File: config.mk
export PLATFORM = sky130hd
export DESIGN_NAME = sfla_merge
export DESIGN_NICKNAME = d
export VERILOG_FILES = /design/src/sfla_pkg.sv /design/src/sfla_merge.sv
export SDC_FILE = /design/constraint.sdc
export NUM_CORES = 1
export LEC_CHECK = 0
export BUFFER_PORTS_ARGS = -buffer_cell sky130_fd_sc_hd__buf_2
export CORE_ASPECT_RATIO = 1.1
export CORE_MARGIN = 5
export CORE_UTILIZATION = 36
export DETAILED_ROUTE_END_ITERATION = 8
export PLACE_DENSITY = 0.7
export SLEW_MARGIN = 30
export SYNTH_ARGS = -nofsm -noshare
export SYNTH_HDL_FRONTEND = slang
export SYNTH_SLANG_ARGS = --single-unit
File: constraint.sdc
create_clock -name clk -period 0.8 [get_ports clk]
set_input_delay 0.04 -clock clk [delete_from_list [all_inputs] [get_ports clk]]
set_output_delay 0.04 -clock clk [all_outputs]
set_load 0.01 [all_outputs]
File: src/sfla_pkg.sv
// ----------------------------------------------------------------------------
// sfla_pkg
// Shared types and constants for the fixed-point lane ALU: operation codes,
// per-item control word and lane word type.
// ----------------------------------------------------------------------------
package sfla_pkg;

  localparam int LANE_W      = 16;
  localparam int SLOT_COUNT  = 4;
  localparam int GROUP_COUNT = 8;
  localparam int GROUP_W     = 3;
  localparam int FRAC_W      = 4;
  localparam int ITEM_W      = SLOT_COUNT * LANE_W;
  localparam int PROD_W      = 2 * LANE_W;

  typedef logic [LANE_W-1:0] word_t;

  typedef enum logic [3:0] {
    FN_ADD     = 4'd0,
    FN_SUB     = 4'd1,
    FN_MUL     = 4'd2,
    FN_MUL_RN  = 4'd3,
    FN_MUL_SR  = 4'd4,
    FN_SAMPLE  = 4'd5,
    FN_SEED    = 4'd6,
    FN_EQ      = 4'd7,
    FN_NE      = 4'd8,
    FN_LT      = 4'd9,
    FN_GE      = 4'd10
  } func_t;

  typedef struct packed {
    func_t              func;
    logic [FRAC_W-1:0]  frac;
    logic               sat;
  } ctl_t;

endpackage

File: src/sfla_merge.sv
// ----------------------------------------------------------------------------
// sfla_merge
// Output stage: packs the lane results and compare bits into one result
// item and holds it until the consumer takes it.
// ----------------------------------------------------------------------------
module sfla_merge (
  input  logic                                                  clk,
  input  logic                                                  rst_n,
  input  logic                                                  load,
  input  logic [sfla_pkg::SLOT_COUNT-1:0][sfla_pkg::LANE_W-1:0] lane_res,
  input  logic [sfla_pkg::SLOT_COUNT-1:0]                       lane_hit,
  input  logic                                                  out_stall,
  output logic                                                  out_valid,
  output logic [sfla_pkg::ITEM_W-1:0]                           out_result_lanes,
  output logic [sfla_pkg::SLOT_COUNT-1:0]                       out_compare_mask
);

  logic                               valid_r;
  logic [sfla_pkg::ITEM_W-1:0]        res_r;
  logic [sfla_pkg::SLOT_COUNT-1:0]    mask_r;

  always_ff @(posedge clk) begin
    if (!rst_n) begin
      valid_r <= 1'b0;
    end else if (load) begin
      valid_r <= 1'b1;
    end else if (!out_stall) begin
      valid_r <= 1'b0;
    end
  end

  always_ff @(posedge clk) begin
    if (load) begin
      res_r  <= lane_res;
      mask_r <= lane_hit;
    end
  end

  assign out_valid        = valid_r;
  assign out_result_lanes = res_r;
  assign out_compare_mask = mask_r;

endmodule

==> impl_metrics.json <==
{
  "comb_power_share_pct": 11.4,
  "yosysWarningCount": 0,
  "detailed_place.area_mm2": 0.00292,
  "seq_power_share_pct": 50.2,
  "synthDistinctLibCells": 4,
  "post-route-cell-area_mm2": 0.00386,
  "grt_overflow_total": 0,
  "nets": 367,
  "grt_max_degree": 32,
  "drt_first_iter_violations": 58,
  "die_width_um": 82.4,
  "net_switching_power_of_the_design_mw": 1.80,
  "core.rowCount": 29,
  "flow.area_growth_from_synthesis_pct": 86.3,
  "synth_top_family_by_area": "simple AND/OR/NAND/NOR gates",
  "diodes": 0,
  "cts.htree.levels": 3,
  "cts.sink_count": 69,
  "failed_checks": "negative setup slack",
  "wl_per_cell_um": 16.6,
  "dp_slack_ns": 0.0698,
  "critPathRequiredTime_ns": 0.76,
  "clock-root-buffer": "sky130_fd_sc_hd__clkbuf_8",
  "numPortBuffers": 140,
  "insertion_delay_ns": 0.33,
  "synth.top_cell.area_share_pct": 98.5,
  "postSynthRegisterBits": 69,
  "crit_buf_inv": 1,
  "fmax_mhz": 1060,
  "critical_path.slowest_cell": "sky130_fd_sc_hd__edfxtp_1",
  "utilization_pct": 67.8,
  "synth_top_cells_by_area": "sky130_fd_sc_hd__edfxtp_1, sky130_fd_sc_hd__dfxtp_1, sky130_fd_sc_hd__nor2b_1",
  "min-delay-path-class": "input pin to register",
  "synth_compound_area_share_pct": 0.241,
  "clkSlewWorstSetupHoldPaths_ns": 0.08,
  "adder_and_majority_gate_portion_of_the_synthesized_area_pct": 0,
  "regArea_mm2": 0.00206,
  "worstSetupPathType": "register to output port",
  "final_common_cell": "sky130_fd_sc_hd__buf_2",
  "drive_gt1_share_pct": 53.2,
  "cts-root-to-sink-buffers": 2,
  "ff2ff_path_depth": 2,
  "synth-xor-area-share_pct": 0,
  "clockPowerShare_pct": 38.4,
  "power_consumption_mw": 8.69,
  "timing_worst_slew_pin_value_ns": 0.166,
  "synthesis.area_mm2": 0.00207,
  "maxCapViolCount": 0,
  "static-leakage-power_nw": 1.67,
  "drv_slew": 0,
  "placeableCoreArea_mm2": 0.00570,
  "timing.hold.worst_endpoint": "out_result_lanes[26]",
  "place_hpwl_mm": 3.68,
  "globalplace.congestion": 0.648,
  "layout_filler_cell_count": 395,
  "post_synth.cell_area_avg_um2": 29.2,
  "fp.dieArea_mm2": 0.00738,
  "pwr_density_cell_mw_per_mm2": 2250,
  "hold_viol_final": 0,
  "routed-via-count": 1586,
  "cts_buffers": 9,
  "setup.reg_to_reg.worst_slack_ns": 0.18,
  "initial_core_util_pct": 36.4,
  "firstDrtPassIters": 4,
  "timing.final.setup_violations": 69,
  "skew_ns": 0,
  "cp_cell_sequence": "buf_2",
  "tightest_slew_margin_relative_to_the_limit_pct": 88.9,
  "arrival_ns": 0.91,
  "io-pin-count": 141,
  "vias_in_the_first_global_route": 1758,
  "via_per_inst": 4.22,
  "final_critical_path_setup_slack_ns": -0.148,
  "cts_tree": "done",
  "most-common-layout-cells": "sky130_fd_sc_hd__buf_2, sky130_fd_sc_hd__dlygate4sd3_1, sky130_fd_sc_hd__edfxtp_1",
  "finalCriticalPeriod_ns": 0.948,
  "sw_share_pct": 20.7,
  "end_kind": "output port",
  "hp-start": "load",
  "die_y_um": 89.6,
  "crit_fanout": 1,
  "worst_r2r_startpoint": "out_valid",
  "maximum_resistive_drop_on_vdd_mv": 1.54,
  "crit_family": "flip-flops",
  "finalWirelength_mm": 6.26,
  "syn_nets": 143,
  "run_status": "finished, violations left",
  "antenna_found_initial": 0,
  "synth-seq-area-share_pct": 99.5,
  "multi_input_area_um2": 11.3,
  "regToRegEndpoint": "out_valid",
  "grt_use_total_pct": 16.6,
  "cpPeakStageDelay_ns": 0.41,
  "p_int_mw": 6.89,
  "rsz0062_at_grt": "yes",
  "proportion_of_synthesized_area_in_mux_cells_pct": 0,
  "critical_path.startpoint_type": "register",
  "final_min_period_over_clock_period_pct": 118,
  "synth_largest_area_cell": "sky130_fd_sc_hd__edfxtp_1",
  "fin_hold_ws_ns": 0.197,
  "grt_first_pass_wirelength_mm": 8.47,
  "synthCells": 71,
  "min_delay_path_depth": 2,
  "post-route-drc-count": 0,
  "final_antenna_net_count": 0,
  "synth_simple_gate_area_share_pct": 0.302
}
## worst max path at each step
stage,slack [ns],cells past startpoint,to,from
after floorplan,0.20,2,out_valid,out_valid
after global placement,0.08,2,out_result_lanes[30],load
after detailed placement,0.07,2,out_result_lanes[30],load
after CTS,-0.15,1,out_result_lanes[57],out_result_lanes[57]
after global routing,-0.19,1,out_result_lanes[29],out_result_lanes[29]
final,-0.15,1,out_result_lanes[29],out_result_lanes[29]
## synth_stat cells
cell type,n
sky130_fd_sc_hd__a21oi_1,1
sky130_fd_sc_hd__dfxtp_1,1
sky130_fd_sc_hd__edfxtp_1,68
sky130_fd_sc_hd__nor2b_1,1
## power groups by stage
stage                     sequential (mW)  clock, mW  combinational, mW
final                                4.36       3.33              0.992
after detailed placement             4.43          0              0.707
after global placement               4.42          0              0.694
after floorplan                      4.60          0            0.00347
after CTS                            4.35       3.38              0.977
after global routing                 4.38       3.58               1.06
## flip-flops by register name (all words and copies together), names as in the netlist
| register | cells |
|---|---|
| out_compare_mask | 4 |
| out_result_lanes | 64 |
| out_valid | 1 |
## cell families (layout without fill, tap and decap cells)
logic type	count (synthesis)	count (layout)
flip-flops	69	69
buffers and inverters	0	228
AO/OA/AOI/OAI	1	1
AND/OR/NAND/NOR	1	1
## repair_timing
action,in CTS,in global routing
endpoints found under the setup margin,69,69
endpoints found under the hold margin,69,0
hold buffers,70,0
resized for setup,2,0
buffers inserted,0,0
pin swaps,0,0
## layer usage
layer | vias to the layer above | share of wire [%] | global-route usage, %
li1 | 732 | - | -
met1 | 750 | 31 | 14.7
met2 | 92 | 58 | 31.9
met3 | 12 | 8.1 | 4.99
met4 | 0 | 2.4 | 9.97
met5 | - | 0 | 0
## metrics by stage
step	instances	setup TNS, ns
finish	376	-6.03
global route	376	-9.04
CTS	376	-6.93
detailed placement	291	0
global placement	291	0
floorplan	71	0
## area by class of cell
type / count / share of cell area, %
well taps: 77 / 2.49
clock buffers: 9 / 3.21
repair buffers: 213 / 37.7
clock inverters: 6 / 2.92
flip-flops and latches: 69 / 53.4
multi-input cells: 2 / 0.292
Power figures use the tool's default switching activity.
