==> src/sfla_pkg.sv <==
// ----------------------------------------------------------------------------
// sfla_pkg
// Shared types and constants for the fixed-point lane ALU: operation codes,
// per-item control word and lane word type.
// ----------------------------------------------------------------------------
package sfla_pkg;

  localparam int LANE_W      = 16;
  localparam int SLOT_COUNT  = 4;
  localparam int GROUP_COUNT = 8;
  localparam int GROUP_W     = 3;
  localparam int FRAC_W      = 4;
  localparam int ITEM_W      = SLOT_COUNT * LANE_W;
  localparam int PROD_W      = 2 * LANE_W;

  typedef logic [LANE_W-1:0] word_t;

  typedef enum logic [3:0] {
    FN_ADD     = 4'd0,
    FN_SUB     = 4'd1,
    FN_MUL     = 4'd2,
    FN_MUL_RN  = 4'd3,
    FN_MUL_SR  = 4'd4,
    FN_SAMPLE  = 4'd5,
    FN_SEED    = 4'd6,
    FN_EQ      = 4'd7,
    FN_NE      = 4'd8,
    FN_LT      = 4'd9,
    FN_GE      = 4'd10
  } func_t;

  typedef struct packed {
    func_t              func;
    logic [FRAC_W-1:0]  frac;
    logic               sat;
  } ctl_t;

endpackage

==> src/sfla_rng_bank.sv <==
// ----------------------------------------------------------------------------
// sfla_rng_bank
// Row of per-lane xoroshiro32++ generator cells. Each cell computes its own
// draw and next state; the lane group picks which cells feed the item slots.
// ----------------------------------------------------------------------------
module sfla_rng_bank #(
  parameter int LANE_COUNT     = 32,
  parameter int LANES_PER_ITEM = 4
) (
  input  logic                                                  clk,
  input  logic                                                  rst_n,
  input  logic                                                  accept,
  input  sfla_pkg::func_t                                       func,
  input  logic [sfla_pkg::GROUP_W-1:0]                          group,
  input  logic [sfla_pkg::ITEM_W-1:0]                           a_lanes,
  input  logic [sfla_pkg::ITEM_W-1:0]                           b_lanes,
  output logic [sfla_pkg::SLOT_COUNT-1:0][sfla_pkg::LANE_W-1:0] slot_rnd
);

  localparam int ROT_SUM  = 9;
  localparam int ROT_S0   = 13;
  localparam int SHIFT_S1 = 5;
  localparam int ROT_S1   = 10;

  function automatic sfla_pkg::word_t rotl(sfla_pkg::word_t x, int unsigned k);
    return (x << k) | (x >> (sfla_pkg::LANE_W - k));
  endfunction

  sfla_pkg::word_t lo_r [LANE_COUNT];
  sfla_pkg::word_t hi_r [LANE_COUNT];
  sfla_pkg::word_t cell_rnd [LANE_COUNT];
  sfla_pkg::word_t lo_adv [LANE_COUNT];
  sfla_pkg::word_t hi_adv [LANE_COUNT];
  sfla_pkg::word_t seed_lo [LANE_COUNT];
  sfla_pkg::word_t seed_hi [LANE_COUNT];
  logic [LANE_COUNT-1:0] cell_hit;

  logic [LANE_COUNT-1:0] lane_oh [sfla_pkg::SLOT_COUNT][sfla_pkg::GROUP_COUNT];
  sfla_pkg::word_t       grp_rnd [sfla_pkg::SLOT_COUNT][sfla_pkg::GROUP_COUNT];
  logic [LANE_COUNT-1:0] slot_oh [sfla_pkg::SLOT_COUNT];

  logic do_draw;
  logic do_seed;

  assign do_draw = accept && (func == sfla_pkg::FN_MUL_SR || func == sfla_pkg::FN_SAMPLE);
  assign do_seed = accept && (func == sfla_pkg::FN_SEED);

  for (genvar l = 0; l < LANE_COUNT; l++) begin : g_cell
    sfla_pkg::word_t mix;
    sfla_pkg::word_t sum;
    assign mix         = lo_r[l] ^ hi_r[l];
    assign sum         = lo_r[l] + hi_r[l];
    assign cell_rnd[l] = rotl(sum, ROT_SUM) + lo_r[l];
    assign lo_adv[l]   = rotl(lo_r[l], ROT_S0) ^ mix ^ (mix << SHIFT_S1);
    assign hi_adv[l]   = rotl(mix, ROT_S1);
  end

  // lane of slot i in group g is fixed at elaboration, wrapping over the lane count
  for (genvar i = 0; i < sfla_pkg::SLOT_COUNT; i++) begin : g_slot
    for (genvar g = 0; g < sfla_pkg::GROUP_COUNT; g++) begin : g_grp
      if (i < LANES_PER_ITEM) begin : g_used
        localparam int LIDX = (g * LANES_PER_ITEM + i) % LANE_COUNT;
        assign lane_oh[i][g] = LANE_COUNT'(1) << LIDX;
        assign grp_rnd[i][g] = cell_rnd[LIDX];
      end else begin : g_unused
        assign lane_oh[i][g] = '0;
        assign grp_rnd[i][g] = '0;
      end
    end
    assign slot_oh[i]  = lane_oh[i][group];
    assign slot_rnd[i] = grp_rnd[i][group];
  end

  // slots of one item land on distinct lanes as long as LANE_COUNT is at least LANES_PER_ITEM
  always_comb begin
    for (int l = 0; l < LANE_COUNT; l++) begin
      cell_hit[l] = 1'b0;
      seed_lo[l]  = '0;
      seed_hi[l]  = '0;
      for (int i = 0; i < sfla_pkg::SLOT_COUNT; i++) begin
        if (slot_oh[i][l]) begin
          cell_hit[l] = 1'b1;
          seed_lo[l]  = a_lanes[i*sfla_pkg::LANE_W +: sfla_pkg::LANE_W];
          seed_hi[l]  = b_lanes[i*sfla_pkg::LANE_W +: sfla_pkg::LANE_W];
        end
      end
    end
  end

  always_ff @(posedge clk) begin
    if (!rst_n) begin
      for (int l = 0; l < LANE_COUNT; l++) begin
        lo_r[l] <= '0;
        hi_r[l] <= '0;
      end
    end else begin
      for (int l = 0; l < LANE_COUNT; l++) begin
        if (cell_hit[l] && do_seed) begin
          lo_r[l] <= seed_lo[l];
          hi_r[l] <= seed_hi[l];
        end else if (cell_hit[l] && do_draw) begin
          lo_r[l] <= lo_adv[l];
          hi_r[l] <= hi_adv[l];
        end
      end
    end
  end

endmodule

==> config.mk <==
export PLATFORM = sky130hd
export DESIGN_NAME = sfla_rng_bank
export DESIGN_NICKNAME = d
export VERILOG_FILES = /design/src/sfla_pkg.sv /design/src/sfla_rng_bank.sv
export SDC_FILE = /design/constraint.sdc
export NUM_CORES = 2
export LEC_CHECK = 0
export BUFFER_PORTS_ARGS = -buffer_cell sky130_fd_sc_hd__buf_2
export CAP_MARGIN = 30
export CELL_PAD_IN_SITES_DETAIL_PLACEMENT = 0
export CELL_PAD_IN_SITES_GLOBAL_PLACEMENT = 1
export CORE_ASPECT_RATIO = 2
export CORE_MARGIN = 4
export CORE_UTILIZATION = 30
export DETAILED_ROUTE_END_ITERATION = 10
export GPL_TIMING_DRIVEN = 0
export PLACE_DENSITY = 0.61
export SETUP_SLACK_MARGIN = 0.1
export SLEW_MARGIN = 20
export SYNTH_ARGS = -nofsm -noshare
export SYNTH_HDL_FRONTEND = slang
export SYNTH_SLANG_ARGS = --single-unit
==> constraint.sdc <==
create_clock -name clk -period 21.9 [get_ports clk]
set_input_delay 6.57 -clock clk [delete_from_list [all_inputs] [get_ports clk]]
set_output_delay 6.57 -clock clk [all_outputs]
set_load 0.01 [all_outputs]
==> results.sh <==
export IMPL_synth_simple_area_share=0.1182
export IMPL_cp_max_fo=10
export IMPL_hp_class="flop to flop"
export IMPL_netlist_top_cells_area="edfxtp_1 (33%), ha_1 (14%), xnor2_1 (11%), a211oi_1 (5.2%), xor2_1 (4.9%)"
export IMPL_synth_compound_area_frac=0.1894
export IMPL_ctsResizeCount=0
export IMPL_port_buffers=199
export IMPL_worst_setup_path_startpoint="group[1]"
export IMPL_cts_root_buffer="clkbuf_16"
export IMPL_die_w_um=403.9
export IMPL_p_leak_nw=42.43
export IMPL_initial_core_util=0.3013
export IMPL_ys_warn_count=0
export IMPL_n_fill_cell=31940
export IMPL_end_kind="output pin"
export IMPL_synth_xor_area_share=0.1580
export IMPL_instances_no_fill=14590
export IMPL_pin_count=202
export IMPL_maxSlewHeadroom=0.2141
export IMPL_maxSlewViolCount=0
export IMPL_design_area_um2=109000
export IMPL_ys_types=84
export IMPL_drive_gt1_frac=0.1069
export IMPL_dp_slack_ps=3759
export IMPL_powerDensity_nw_per_um2=69.79
export IMPL_syn_cell_area_um2=94030
export IMPL_final_util=0.3492
export IMPL_syn_to_final_growth_pct=15.89
export IMPL_wirelength_um=569700
export IMPL_period_share=0.8410
export IMPL_rows=290
export IMPL_crit_chain="buf_2 -> clkbuf_1 -> inv_1 -> buf_2 -> buf_2 -> buf_2 -> mux4_2 -> nor2_1 -> a21oi_1 -> buf_2"
export IMPL_htree_levels=3
export IMPL_synth_edf_count=1024
export IMPL_synthMuxAreaShare=0.02657
export IMPL_yosysSeqAreaShare=0.3270
export IMPL_crit_top_cell="buf_2"
export IMPL_drt_initial_drc_count=9209
export IMPL_die_h_um=799.7
export IMPL_cp_num_buf_inv=7
export IMPL_grt_pass1_wl_um=746800
export IMPL_status="complete, no violations"
export IMPL_slowest_stage="buf_2"
export IMPL_r2r_start="lo_r[1][234]"
export IMPL_dieArea_um2=323000
export IMPL_synth_flop_cell="edfxtp_1"
export IMPL_fin_setup_tns_ps=0
export IMPL_ctsHoldBuffers=0
export IMPL_drc=0
export IMPL_synth_top_family_by_area="compound AO/OA/AOI/OAI gates"
export IMPL_wl_per_cell_um=39.04
export IMPL_dr_total_vias=87150
export IMPL_post_route_min_period_ps=18420
export IMPL_firstDrtPassIters=6
export IMPL_rsz0062_at_grt="false"
export IMPL_fin_skew_ps=25.01
export IMPL_synth_top_area_frac=0.3270
export IMPL_cts_sinks=1024
export IMPL_synthAdderAreaFrac=0.1499
export IMPL_critPathTopFamily="buffers and inverters"
export IMPL_arrival_ps=11850
export IMPL_tritoncts="done"
export IMPL_cts_buffers_inserted=111
export IMPL_place_gp_congestion=1.057
export IMPL_cts_clk_slew_worst_paths_ps=60
export IMPL_ys_top_cells_by_count="xnor2_1 (1167), edfxtp_1 (1024), ha_1 (1024)"
export IMPL_setup_viol=0
export IMPL_grt_overflow_total=0
export IMPL_layout_nets=11600
export IMPL_avgViaCountPerCell=5.972
export IMPL_max_clock_path_buffers=3
export IMPL_antenna_found_initial=47
export IMPL_worstSkewPairLatency_ps=840
export IMPL_ys_ff_latch=1024
export IMPL_syn_inst=9851
export IMPL_place_area_um2=105000
export IMPL_postLayoutSetupSlackWorst_ps=3481
export IMPL_syn_area_per_cell_um2=9.545
export IMPL_slowest_delay_ps=960
export IMPL_dp_cells=14330
export IMPL_drv_cap=0
export IMPL_grt_usage=0.3413
export IMPL_synth_most_common_cell="xnor2_1"
export IMPL_synth_top_area_cell="edfxtp_1"
export IMPL_cp_start_kind="input pin"
export IMPL_core_area_um2=312000
export IMPL_worstSetupPathType="input pin to output pin"
export IMPL_syn_nets=11080
export IMPL_post_cts_buffers=0
export IMPL_timing_fmax_mhz=54.29
export IMPL_dp_final_hpwl_um=462600
export IMPL_async_flop_share=0
export IMPL_grt_pass1_vias=85660
export IMPL_timing_critical_path_required_ps=15330
export IMPL_finalHoldViolations=0
export IMPL_grt_max_degree=51
export IMPL_final_antenna_net_count=0
export IMPL_worstMarginPinSlew_ps=1179
export IMPL_vdd_drop_max_v=0.00006784
export IMPL_hp_start="lo_r[1][180]"
==> sequential cells by signal, indices dropped and copies added, names as in the netlist <==
signal  count
hi_r      512
lo_r      512
==> per-stage QoR <==
step / hold WS [ps] / power [mW]
floorplan: 717.3 / 4.190
global placement: 767.2 / 5.414
detailed placement: 770.7 / 5.474
CTS: 783.6 / 7.524
global route: 801.0 / 7.791
finish: 784.0 / 7.605
==> placed cells by master, fill, tap and decap left out, types with 357 or more instances in the layout <==
cell type,count
a211oi_1,654
xnor2_1,1167
edfxtp_1,1024
nor3_1,357
nand2_1,690
a21oi_1,806
ha_1,1024
xor2_1,527
clkbuf_1,413
nor2_1,727
==> logic make-up after synthesis <==
logic type      Yosys count
compound gates         2670
simple gates           2488
xor+xnor               1695
fa+ha+maj              1088
flops                  1024
buf+inv                 752
mux                     134
==> power breakdown <==
group | internal, mW | switching, mW | leakage, nW
Combinational | 1.13 | 2.05 | 30.2
Sequential | 2.24 | 0.123 | 10.5
Clock | 1.08 | 0.989 | 1.74
==> worst register-to-register path, stage by stage (launching register included) <==
cell and delay (ps):
edfxtp_1 530, ha_1 340, clkbuf_1 380, xor2_1 220, xnor2_1 80, a211oi_1 430
==> final timing paths <==
path                            cells after the start            to  slack [ps]
worst min-delay path                                2  lo_r[1][177]         780
worst max-delay path                               10  slot_rnd[34]        3480
worst min register to register                      2  lo_r[1][177]         780
worst max register to register                      5  lo_r[1][239]       19680
==> layout make-up <==
type / count / area (um2) / share of cell area
inverter: 166 / 623.1 / 0.005718
sequential: 1024 / 30750 / 0.2822
timing repair buffer: 407 / 5239 / 0.04808
clock inverter: 79 / 800.8 / 0.007349
buffer: 586 / 2425 / 0.02225
tap: 4088 / 5115 / 0.04694
multi-input combinational: 8075 / 61080 / 0.5605
clock buffer: 125 / 2830 / 0.02597
antenna: 44 / 110.1 / 0.001010
==> per-layer routing <==
metal / vias up / global-route usage / part of all wire
met4: 16 / 0.4091 / 0.15
met1: 42910 / 0.3213 / 0.31
met5: - / 0 / 0.00016
met2: 4728 / 0.5739 / 0.47
li1: 37490 / - / -
met3: 2005 / 0.06759 / 0.068
Note: power is estimated with default switching activity, not from simulation.
