`src/sfla_pkg.sv`:
```
// ----------------------------------------------------------------------------
// sfla_pkg
// Shared types and constants for the fixed-point lane ALU: operation codes,
// per-item control word and lane word type.
// ----------------------------------------------------------------------------
package sfla_pkg;

  localparam int LANE_W      = 16;
  localparam int SLOT_COUNT  = 4;
  localparam int GROUP_COUNT = 8;
  localparam int GROUP_W     = 3;
  localparam int FRAC_W      = 4;
  localparam int ITEM_W      = SLOT_COUNT * LANE_W;
  localparam int PROD_W      = 2 * LANE_W;

  typedef logic [LANE_W-1:0] word_t;

  typedef enum logic [3:0] {
    FN_ADD     = 4'd0,
    FN_SUB     = 4'd1,
    FN_MUL     = 4'd2,
    FN_MUL_RN  = 4'd3,
    FN_MUL_SR  = 4'd4,
    FN_SAMPLE  = 4'd5,
    FN_SEED    = 4'd6,
    FN_EQ      = 4'd7,
    FN_NE      = 4'd8,
    FN_LT      = 4'd9,
    FN_GE      = 4'd10
  } func_t;

  typedef struct packed {
    func_t              func;
    logic [FRAC_W-1:0]  frac;
    logic               sat;
  } ctl_t;

endpackage

```
`src/sfla_lane.sv`:
```
// ----------------------------------------------------------------------------
// sfla_lane
// One 16-bit lane datapath: multiply or add/sub and compare into a stage
// register, then rounding offset, arithmetic shift and clamp.
// ----------------------------------------------------------------------------
module sfla_lane (
  input  logic            clk,
  input  logic            load,
  input  sfla_pkg::ctl_t  s1_ctl,
  input  sfla_pkg::word_t a,
  input  sfla_pkg::word_t b,
  input  sfla_pkg::word_t rnd,
  input  sfla_pkg::ctl_t  s2_ctl,
  output sfla_pkg::word_t lane_res,
  output logic            hit
);

  logic signed [sfla_pkg::LANE_W-1:0] a_s;
  logic signed [sfla_pkg::LANE_W-1:0] b_s;
  logic signed [sfla_pkg::PROD_W-1:0] prod;
  logic signed [sfla_pkg::PROD_W-1:0] pre_nxt;
  logic signed [sfla_pkg::PROD_W-1:0] pre_r;
  sfla_pkg::word_t                    off_nxt;
  sfla_pkg::word_t                    off_r;
  logic [sfla_pkg::LANE_W-2:0]        smp_r;
  logic                               hit_nxt;
  logic                               hit_r;
  sfla_pkg::word_t                    half;
  sfla_pkg::word_t                    frac_mask;

  logic signed [sfla_pkg::PROD_W-1:0] sum;
  logic signed [sfla_pkg::PROD_W-1:0] shifted;
  logic [sfla_pkg::FRAC_W-1:0]        shamt;
  sfla_pkg::word_t                    fin;

  assign a_s  = $signed(a);
  assign b_s  = $signed(b);
  assign prod = a_s * b_s;

  assign half      = (s1_ctl.frac == '0) ? '0 :
                     (sfla_pkg::word_t'(1) << (s1_ctl.frac - sfla_pkg::FRAC_W'(1)));
  assign frac_mask = (sfla_pkg::word_t'(1) << s1_ctl.frac) - sfla_pkg::word_t'(1);

  always_comb begin
    pre_nxt = '0;
    off_nxt = '0;
    hit_nxt = 1'b0;
    case (s1_ctl.func)
      sfla_pkg::FN_ADD:    pre_nxt = sfla_pkg::PROD_W'(a_s) + sfla_pkg::PROD_W'(b_s);
      sfla_pkg::FN_SUB:    pre_nxt = sfla_pkg::PROD_W'(a_s) - sfla_pkg::PROD_W'(b_s);
      sfla_pkg::FN_MUL:    pre_nxt = prod;
      sfla_pkg::FN_MUL_RN: begin
        pre_nxt = prod;
        off_nxt = half;
      end
      sfla_pkg::FN_MUL_SR: begin
        pre_nxt = prod;
        off_nxt = rnd & frac_mask;
      end
      sfla_pkg::FN_EQ:     hit_nxt = (a_s == b_s);
      sfla_pkg::FN_NE:     hit_nxt = (a_s != b_s);
      sfla_pkg::FN_LT:     hit_nxt = (a_s < b_s);
      sfla_pkg::FN_GE:     hit_nxt = (a_s >= b_s);
      default: begin
        pre_nxt = '0;
      end
    endcase
  end

  always_ff @(posedge clk) begin
    if (load) begin
      pre_r <= pre_nxt;
      off_r <= off_nxt;
      smp_r <= rnd[sfla_pkg::LANE_W-1:1];
      hit_r <= hit_nxt;
    end
  end

  // only the multiplies shift; add and subtract pass through unshifted
  assign shamt   = (s2_ctl.func == sfla_pkg::FN_MUL || s2_ctl.func == sfla_pkg::FN_MUL_RN ||
                    s2_ctl.func == sfla_pkg::FN_MUL_SR) ? s2_ctl.frac : '0;
  assign sum     = pre_r + $signed({{(sfla_pkg::PROD_W-sfla_pkg::LANE_W){1'b0}}, off_r});
  assign shifted = sum >>> shamt;

  always_comb begin
    if (s2_ctl.sat && shifted > sfla_pkg::PROD_W'(32767)) begin
      fin = 16'h7fff;
    end else if (s2_ctl.sat && shifted < -sfla_pkg::PROD_W'(32768)) begin
      fin = 16'h8000;
    end else begin
      fin = shifted[sfla_pkg::LANE_W-1:0];
    end
  end

  always_comb begin
    case (s2_ctl.func)
      sfla_pkg::FN_ADD,
      sfla_pkg::FN_SUB,
      sfla_pkg::FN_MUL,
      sfla_pkg::FN_MUL_RN,
      sfla_pkg::FN_MUL_SR: lane_res = fin;
      sfla_pkg::FN_SAMPLE: lane_res = {1'b0, smp_r};
      default:             lane_res = '0;
    endcase
  end

  assign hit = hit_r;

endmodule

```
`config.mk`:
```
export PLATFORM = sky130hd
export DESIGN_NAME = sfla_lane
export DESIGN_NICKNAME = d
export VERILOG_FILES = /design/src/sfla_pkg.sv /design/src/sfla_lane.sv
export SDC_FILE = /design/constraint.sdc
export NUM_CORES = 1
export LEC_CHECK = 0
export BUFFER_PORTS_ARGS = -buffer_cell sky130_fd_sc_hd__buf_2
export CAP_MARGIN = 20
export CORE_MARGIN = 5
export CORE_UTILIZATION = 60
export CTS_BUF_LIST = sky130_fd_sc_hd__clkbuf_8
export DETAILED_ROUTE_END_ITERATION = 10
export PLACE_DENSITY = 0.78
export SETUP_SLACK_MARGIN = 0.4
export SLEW_MARGIN = 20
export SYNTH_ARGS = -nofsm -noshare
export SYNTH_HDL_FRONTEND = slang
export SYNTH_SLANG_ARGS = --single-unit
export TNS_END_PERCENT = 100
```
`constraint.sdc`:
```
create_clock -name clk -period 18.3 [get_ports clk]
set_clock_uncertainty 0.05 [all_clocks]
set_input_delay 0.915 -clock clk [delete_from_list [all_inputs] [get_ports clk]]
set_output_delay 0.915 -clock clk [all_outputs]
set_load 0.01 [all_outputs]
```
==> results of run 1 <==
-- synth_stat cells, types with 8 or more instances --
cell | number | area share [%]
o21bai_1 | 11 | 0.46
nand2_1 | 238 | 5.0
and4_1 | 8 | 0.39
a21o_1 | 36 | 1.5
nand3_1 | 44 | 1.2
a22oi_1 | 8 | 0.34
nor3_1 | 26 | 0.73
o211ai_1 | 21 | 0.89
and2_1 | 108 | 3.8
nor2b_1 | 10 | 0.35
clkbuf_1 | 71 | 1.5
fa_1 | 265 | 30
a221oi_1 | 10 | 0.49
a211o_1 | 12 | 0.59
o21a_1 | 17 | 0.72
nor2_1 | 119 | 2.5
a31oi_1 | 16 | 0.56
o21ai_0 | 84 | 2.4
ha_1 | 135 | 9.5
xnor2_1 | 34 | 1.7
a21oi_1 | 93 | 2.6
o31ai_1 | 8 | 0.34
o22ai_1 | 27 | 0.95
edfxtp_1 | 64 | 11
a211oi_1 | 9 | 0.38
and3_1 | 18 | 0.63
mux2i_1 | 20 | 1.1
mux2_2 | 8 | 0.51
or3_1 | 11 | 0.39
nand2b_1 | 17 | 0.60
nand4_1 | 15 | 0.53
o221a_2 | 9 | 0.57
xor2_1 | 20 | 0.99
or2_2 | 10 | 0.35
o211ai_2 | 10 | 0.70
buf_2 | 8 | 0.23
inv_1 | 341 | 7.2
-- per-layer routing --
| layer | GRT usage [%] | vias to the layer above | wire length [um] |
|---|---|---|---|
| met5 | 0 | - | 13 |
| met4 | 8.74 | 2 | 1430 |
| met3 | 5.54 | 127 | 4700 |
| met2 | 49.3 | 758 | 23600 |
| met1 | 43.4 | 7595 | 21000 |
| li1 | - | 7015 | - |
-- flip-flops by register name, indices dropped and copies added (netlist names) --
name and count:
pre_r 32, off_r 16, smp_r 15, hit 1
-- per-stage QoR --
step	utilization [%]	hold WS (ns)	area [um^2]
floorplan	-	0.964	17800
global route	63.2	0.671	18600
detailed placement	62.5	1.06	18400
global placement	62.5	1.06	18400
finish	63.2	0.690	18600
CTS	63.2	0.675	18600
-- logic make-up after synthesis --
family	count (synthesis)	synth area share, %
adder cells (fa/ha/maj)	400	39.4
XOR/XNOR	55	2.75
AO/OA/AOI/OAI	454	18.1
flip-flops	64	10.8
buffers and inverters	432	9.36
AND/OR/NAND/NOR	654	18.0
multiplexers	28	1.63
-- layout make-up --
cell class | instances | area, um^2 | share of cell area [%]
inverters | 341 | 1280 | 6.89
multi-input cells | 1591 | 14200 | 76.5
flip-flops and latches | 64 | 1920 | 10.3
well taps | 390 | 488 | 2.63
clock buffers | 9 | 124 | 0.667
repair buffers | 91 | 475 | 2.56
clock inverters | 7 | 78.8 | 0.424
-- cell usage in the layout, fill, tap and decap left out, types with 8 or more instances in the layout --
master	netlist	final
a31oi_1	16	16
a21oi_1	93	93
nor3_1	26	26
buf_2	8	83
o211ai_1	21	21
nand2b_1	17	17
or3_1	11	11
o31ai_1	8	8
nand4_1	15	15
o211ai_2	10	10
or2_2	10	10
a22oi_1	8	8
o21a_1	17	17
o22ai_1	27	27
nor2b_1	10	10
a211o_1	12	12
xor2_1	20	20
ha_1	135	135
mux2i_1	20	20
o221a_2	9	9
inv_1	341	341
nand2_1	238	238
o21ai_0	84	84
edfxtp_1	64	64
buf_4	2	8
a221oi_1	10	10
clkbuf_8	0	9
xnor2_1	34	34
and2_1	108	108
a21o_1	36	36
fa_1	265	265
o21bai_1	11	11
and3_1	18	18
nand3_1	44	44
nor2_1	119	119
and4_1	8	8
a211oi_1	9	9
mux2_2	8	8
-- final timing paths --
check / end / depth (start not counted)
worst max-delay path: pre_r[29] / 24
worst min-delay path: smp_r[1] / 1
==> metrics, run 1 <==
max incr delay on CP 0.60 ns; placed cells 2477; Initial Util 60.4%; synthesized area 17800 um^2; min-delay worst type in -> reg; Resize count post-CTS 0; post-place setup slack 10.59 ns; worst hold path startpoint rnd[2]; Placer Congestion 1.02; EDFF count, synth 64; Port Buf Inserts 83; most used cell, CP fa_1; Rows 63; DRT Pass-1 Iters 6; share of layout cells above drive strength 1 ~8.4%; CTS tree done; setup ws final 10.88 ns; Synth-to-Final Area Change 4.60%; drt total wl 50.8 mm; Final #Nets ~2600; slowest CP cell o31ai_1; FF+latch count, synth 64; sequential element share of the synthesized area 10.8%; gr usage total a little under a third; maxcap violations 0; via count around 15000; Req. time, crit path 18.32 ns; H-tree depth 3; first-pass GRT wire length 82.4 mm; Setup TNS 0 ns; maximum clock path buffer count 2; maximum clock rate 135 MHz; Ys Warns 0; Syn Nets 2555; final setup vio count 0; max-slew violations 0; critical setup path kind in -> reg; die width 182 um; Core Region roughly 29000 um^2; DRC 0; Mapped Cells 2087; GRT Residual Overflow 0; dpl hpwl about 41 mm; critical path startpoint a[6]; ant diodes 0; crit path cell chain buf_2 -> ha_1 -> fa_1 -> inv_1 -> fa_1 -> fa_1 -> inv_1 -> fa_1 -> fa_1 -> inv_1 -> fa_1 -> inv_1 -> ha_1 -> nor2b_1 -> o21ai_0 -> nand2_1 -> a21oi_1 -> o31ai_1 -> a21oi_1 -> a31oi_1 -> a21oi_1 -> o21ai_0 -> xnor2_1 -> o21ai_0; library cells used by synthesis 88; initial antenna violation count 1; Ports 85; hold buffers post-CTS 0; via-per-instance ratio 6.22; largest net degree at the start of global routing 65; mean post-synth cell area between 8 and 9 um^2; RSZ-0062 raised after global routing no; Iter 0 DRT Violations 1511; minimum clock period 7.42 ns; Fillers between 2000 and 2500; Final Cycle Share 40.6%; CP Capture Type flip-flop; Chip Height 182 um; vias in the first global route 15600; clk sinks 64; CP bufs+invs 5; Post CTS Setup Buffer Count 0; cell family with most CP delay adder cells; Final Non-Filler Cells 2493; FFs w/ async S/R, synth 0%; Final Hold Fails 0; Final ANT Viol Nets 0; slew of the pin with the lowest slew margin ~1.1 ns; status finished, final reports clean; ys flop type edfxtp_1; die footprint 33200 um^2; critical path peak fanout 17; CP arrival ~7.5 ns; worst rel slew slack 27.2%; clock-pin slew of the registers on the worst-case setup and hold paths 0.08 ns; total CTS buffers 9; routed len/inst 20.4 um; CP Launch Type primary input; Clock Tree Root clkbuf_8
Power of run 1 is left out: the tool's default activity adds up to more than one toggle a clock period on the data nets, which glitch-free logic cannot reach.
==> run 2: changes to the inputs <==
ABC_AREA = 1   (was unset)
clock period = 7.3 ns   (was 18.3 ns; I/O delays follow)
==> metrics, run 2 <==
Chip Height 183 um (+0.55%); Placed Area 18600 um^2 (+1.5%); Fillers 2750 (+10%); largest net degree at the start of global routing 65 (unchanged); maximum clock rate 162 MHz; CTS tree done; mean post-synth cell area 7.02 um^2 (-18%); DRC 0 (unchanged); EDFF count, synth 64 (unchanged); Post CTS Setup Buffer Count 0 (unchanged); die width 183 um (+0.55%); Top Registers pre_r (32), off_r (16), smp_r (15); Mapped Cells 2562 (+23%); sequential element share of the synthesized area 10.7% (-0.13 points); initial antenna violation count 0 (-1); critical path peak fanout 21 (+4); FF+latch count, synth 64 (unchanged); CP Capture Type flip-flop; via-per-instance ratio 5.49 (-12%); ant diodes 0 (unchanged); gr usage total 31.0% (+0.21 points); max-slew violations 0 (unchanged); Initial Util 60.6% (+0.22 points); first-pass GRT wire length 83.7 mm (+1.5%); Ys Warns 0 (unchanged); worst rel slew slack 32.2% (+5.0 points); Setup TNS 0 ns (unchanged); Placer Congestion 0.966 (-5.0%); Syn Nets 3030 (+19%); die footprint 33500 um^2 (+1.1%); final setup vio count 0 (unchanged); maxcap violations 0 (unchanged); RSZ-0062 raised after global routing no; routed len/inst 17.1 um (-16%); maximum clock path buffer count 2 (unchanged); max reg flops 32 (unchanged); Ports 85 (unchanged); critical setup path kind in -> reg; vias in the first global route 16500 (+5.5%); Final Cycle Share 84.4%; hold buffers post-CTS 0 (unchanged); DRT Pass-1 Iters 5 (-1); min-delay worst type in -> reg; via count 16400 (+5.6%); status finished, final reports clean; Synth-to-Final Area Change 5.00%; clk sinks 64 (unchanged); minimum clock period 6.16 ns; CP Launch Type primary input; clock-pin slew of the registers on the worst-case setup and hold paths 0.08 ns (about the same); Final Hold Fails 0 (unchanged); Core Region 29600 um^2 (+0.80%); largest reg by FF count pre_r; Rows 63 (unchanged); post-synth top area share 29.5% (-0.35 points); CP arrival 6.21 ns (-1.24 ns); share of layout cells above drive strength 1 6.28% (-2.1 points); total CTS buffers 9 (unchanged); library cells used by synthesis 49 (-44%); Clock Tree Root clkbuf_8; drt total wl 51.1 mm (+0.68%); slew of the pin with the lowest slew margin 1.01 ns (-0.0768 ns); GRT Residual Overflow 0 (unchanged); Resize count post-CTS 0 (unchanged); most common cell after layout, fill and taps aside nand2_1; FFs w/ async S/R, synth 0% (unchanged); synthesized area 18000 um^2 (+1.2%); Final ANT Viol Nets 0 (unchanged); Port Buf Inserts 83 (unchanged); main area contributors after synthesis fa_1 30%, nand2_1 15%, inv_1 12%, edfxtp_1 11%, ha_1 9.4%; Hold WS 0.148 ns (-0.543 ns); ys flop type edfxtp_1; dpl hpwl 42.5 mm (+3.0%); Req. time, crit path 7.35 ns (-10.97 ns); Iter 0 DRT Violations 1354 (-10%); most frequent cells in the layout 723 x nand2_1, 589 x inv_1, 265 x fa_1; Final #Nets 3057 (+19%); most common cell in the netlist nand2_1; final instance area 18900 um^2 (+1.6%); Post-synth top cells 723 x nand2_1, 588 x inv_1, 265 x fa_1; cell taking the most area after synthesis fa_1; H-tree depth 3 (unchanged)
[run 2: changes by cell type after synthesis, sizes merged, moves of 15 or more]
cell | before | now
o21a | 17 | 2
a21o | 36 | 2
nand3 | 44 | 170
and3 | 19 | 0
nand2 | 238 | 736
nor2 | 119 | 138
nand2b | 17 | 0
and2 | 108 | 4
o211ai | 31 | 3
o22ai | 27 | 4
mux2i | 20 | 4
inv | 341 | 594
o21ai | 88 | 123
[run 2: per-layer routing]
metal / up-vias / GRT usage [%] / share of wire, %
li1: 7845 / - / -
met1: 7795 / 42.2 / 42
met2: 620 / 52.1 / 48
met3: 111 / 4.17 / 7.2
met4: 0 / 9.48 / 3.0
met5: - / 0 / 0
[run 2: final cells by class]
type,instances,area [um^2],area share (%)
clock buffers,9,124,0.656
repair buffers,97,541,2.86
inverters,600,2250,11.9
flip-flops and latches,64,1920,10.2
well taps,390,488,2.59
clock inverters,7,62.6,0.331
multi-input cells,1817,13500,71.4
[run 2: cell families (layout without fill, tap and decap cells)]
kind of cell    count (synthesis)  after routing  share of synthesized area (%)
compound gates                269            269                           8.33
xor+xnor                       39             39                           1.90
fa+ha+maj                     400            400                           38.9
buf+inv                       681            713                           14.4
flops                          64             64                           10.7
mux                             4              4                          0.223
simple gates                 1105           1105                           25.6
[run 2: final timing paths]
path | start | to | cells after the start
worst max-delay path | a[15] | pre_r[29] | 21
worst min-delay path | rnd[15] | smp_r[14] | 1
[run 2: worst max-delay path, cell delays in order]
cell      delay [ns]
buf_2           0.27
nand2_1         0.19
inv_1           0.10
fa_1            0.76
fa_1            0.51
fa_1            0.50
fa_1            0.51
fa_1            0.50
inv_1           0.05
fa_1            0.48
inv_1           0.04
ha_1            0.35
a21oi_1         0.24
o221ai_1        0.15
a21oi_1         0.23
inv_1           0.11
a21oi_1         0.22
o21bai_1        0.15
a31o_2          0.23
o21ai_0         0.15
nand2_1         0.08
[run 2: per-stage QoR]
step	instances	utilization, %	setup WS (ns)
floorplan	2562	-	1.29
global placement	2967	62.9	0.909
detailed placement	2967	62.9	0.793
CTS	2983	63.6	1.18
global route	2984	63.7	0.777
finish	2984	63.7	1.14
Power of run 2 is left out for the same reason.
==> run 3: changes to the inputs <==
clock period = 6.3 ns   (was 7.3 ns; I/O delays follow)
==> metrics, run 3 (synthesized netlist as in run 2, its figures left out) <==
DRT Pass-1 Iters 6 (+1); via count 16500 (+0.98%); minimum clock period between 5 and 6 ns; max reg flops 32 (unchanged); CP Launch Type primary input; gr usage total 30.3% (-0.75 points); Final Hold Fails 0 (unchanged); Final #Nets 3096 (+1.3%); CTS tree done; via-per-instance ratio 5.47 (-0.35%); Final ANT Viol Nets 0 (unchanged); largest net degree at the start of global routing 65 (unchanged); max incr delay on CP 0.57 ns (-0.19 ns); critical path peak fanout 9 (-57%); clk sinks 64 (unchanged); total CTS buffers 9 (unchanged); Synth-to-Final Area Change 7.52%; Core Region 29600 um^2 (unchanged); Chip Height 183 um (unchanged); Clock Tree Root clkbuf_8; dpl hpwl 42.4 mm (-0.24%); CP bufs+invs 7 (+2); Ports 85 (unchanged); critical setup path kind in -> reg; die footprint 33500 um^2 (unchanged); Req. time, crit path 6.35 ns (-1.00 ns); routed len/inst 16.4 um (-4.4%); H-tree depth 3 (unchanged); most common cell after layout, fill and taps aside nand2_1; RSZ-0062 raised after global routing yes; vias in the first global route 17000 (+3.1%); CP arrival 5.75 ns (-0.46 ns); most frequent cells in the layout 723 x nand2_1, 587 x inv_1, 263 x fa_1; final setup vio count 0 (unchanged); most used cell, CP fa_1; Final Cycle Share 90.5%; critical path startpoint a[9]; maxcap violations 0 (unchanged); min-delay worst type in -> reg; share of layout cells above drive strength 1 8.58% (+2.3 points); first-pass GRT wire length 83.1 mm (-0.71%); Placer Congestion 0.995 (+2.9%); maximum clock rate 175 MHz; worst hold path startpoint rnd[13]; clock-pin slew of the registers on the worst-case setup and hold paths 0.08 ns (about the same); Iter 0 DRT Violations 1437 (+6.1%); cell family with most CP delay adder cells; worst rel slew slack 30.5% (-1.6 points); Initial Util 60.6% (unchanged); slowest CP cell fa_1; Port Buf Inserts 83 (unchanged); DRC 0 (unchanged); Rows 63 (unchanged); Setup TNS 0 ns (unchanged); Top Registers pre_r (32), off_r (16), smp_r (15); die width 183 um (unchanged); initial antenna violation count 0 (unchanged); maximum clock path buffer count 2 (unchanged); CP Capture Type flip-flop; status finished, final reports clean; GRT Residual Overflow 0 (unchanged); max-slew violations 0 (unchanged); hold buffers post-CTS 0 (unchanged); slew of the pin with the lowest slew margin 1.04 ns (+0.0246 ns); largest reg by FF count pre_r; drt total wl 49.5 mm (-3.2%)
[run 3: cell types whose count changed in the layout (fill, tap and decap cells not counted), sizes merged]
cell	change
bufinv	+1
diode	+1
clkbuf	+7
inv	-1
buf	+32
[run 3: path summary, 6_finish.rpt]
check        end  slack (ns)  depth (start not counted)
max    pre_r[29]        0.60                         25
min    smp_r[12]         0.1                          1
[run 3: per-layer routing]
layer / global-route usage (%) / part of all wire [%] / up-vias
met5: 0 / 0 / -
met4: 8.19 / 2.8 / 0
met2: 52.2 / 49 / 633
met1: 40.4 / 41 / 7854
li1: - / - / 7924
met3: 4.30 / 7.1 / 121
[run 3: final cells by class]
type,instances,area [um^2]
clock buffers,9,124
clock inverters,7,93.8
repair buffers,136,850
flip-flops and latches,64,1920
multi-input cells,1817,13600
well taps,390,488
fillers,2672,10300
diodes,1,2.50
inverters,600,2250
[run 3: stage by stage]
stage	instance area, um^2	std cells	hold WS [ns]	setup WS (ns)	util, %
final	19300	3024	0.0968	0.600	65.2
after global routing	19300	3023	0.0873	0.367	65.2
after CTS	19200	3020	0.0836	0.425	64.6
after detailed placement	18900	3004	0.459	0.0431	63.9
after global placement	18900	3004	0.461	0.0761	63.9
after floorplan	18000	2562	0.364	0.410	-
[run 3: repair_timing]
| item | in CTS | in global routing |
|---|---|---|
| resized for setup | 0 | 38 |
| setup endpoints to repair | 0 | 12 |
| setup buffers | 0 | 3 |
Power of run 3 is left out for the same reason.
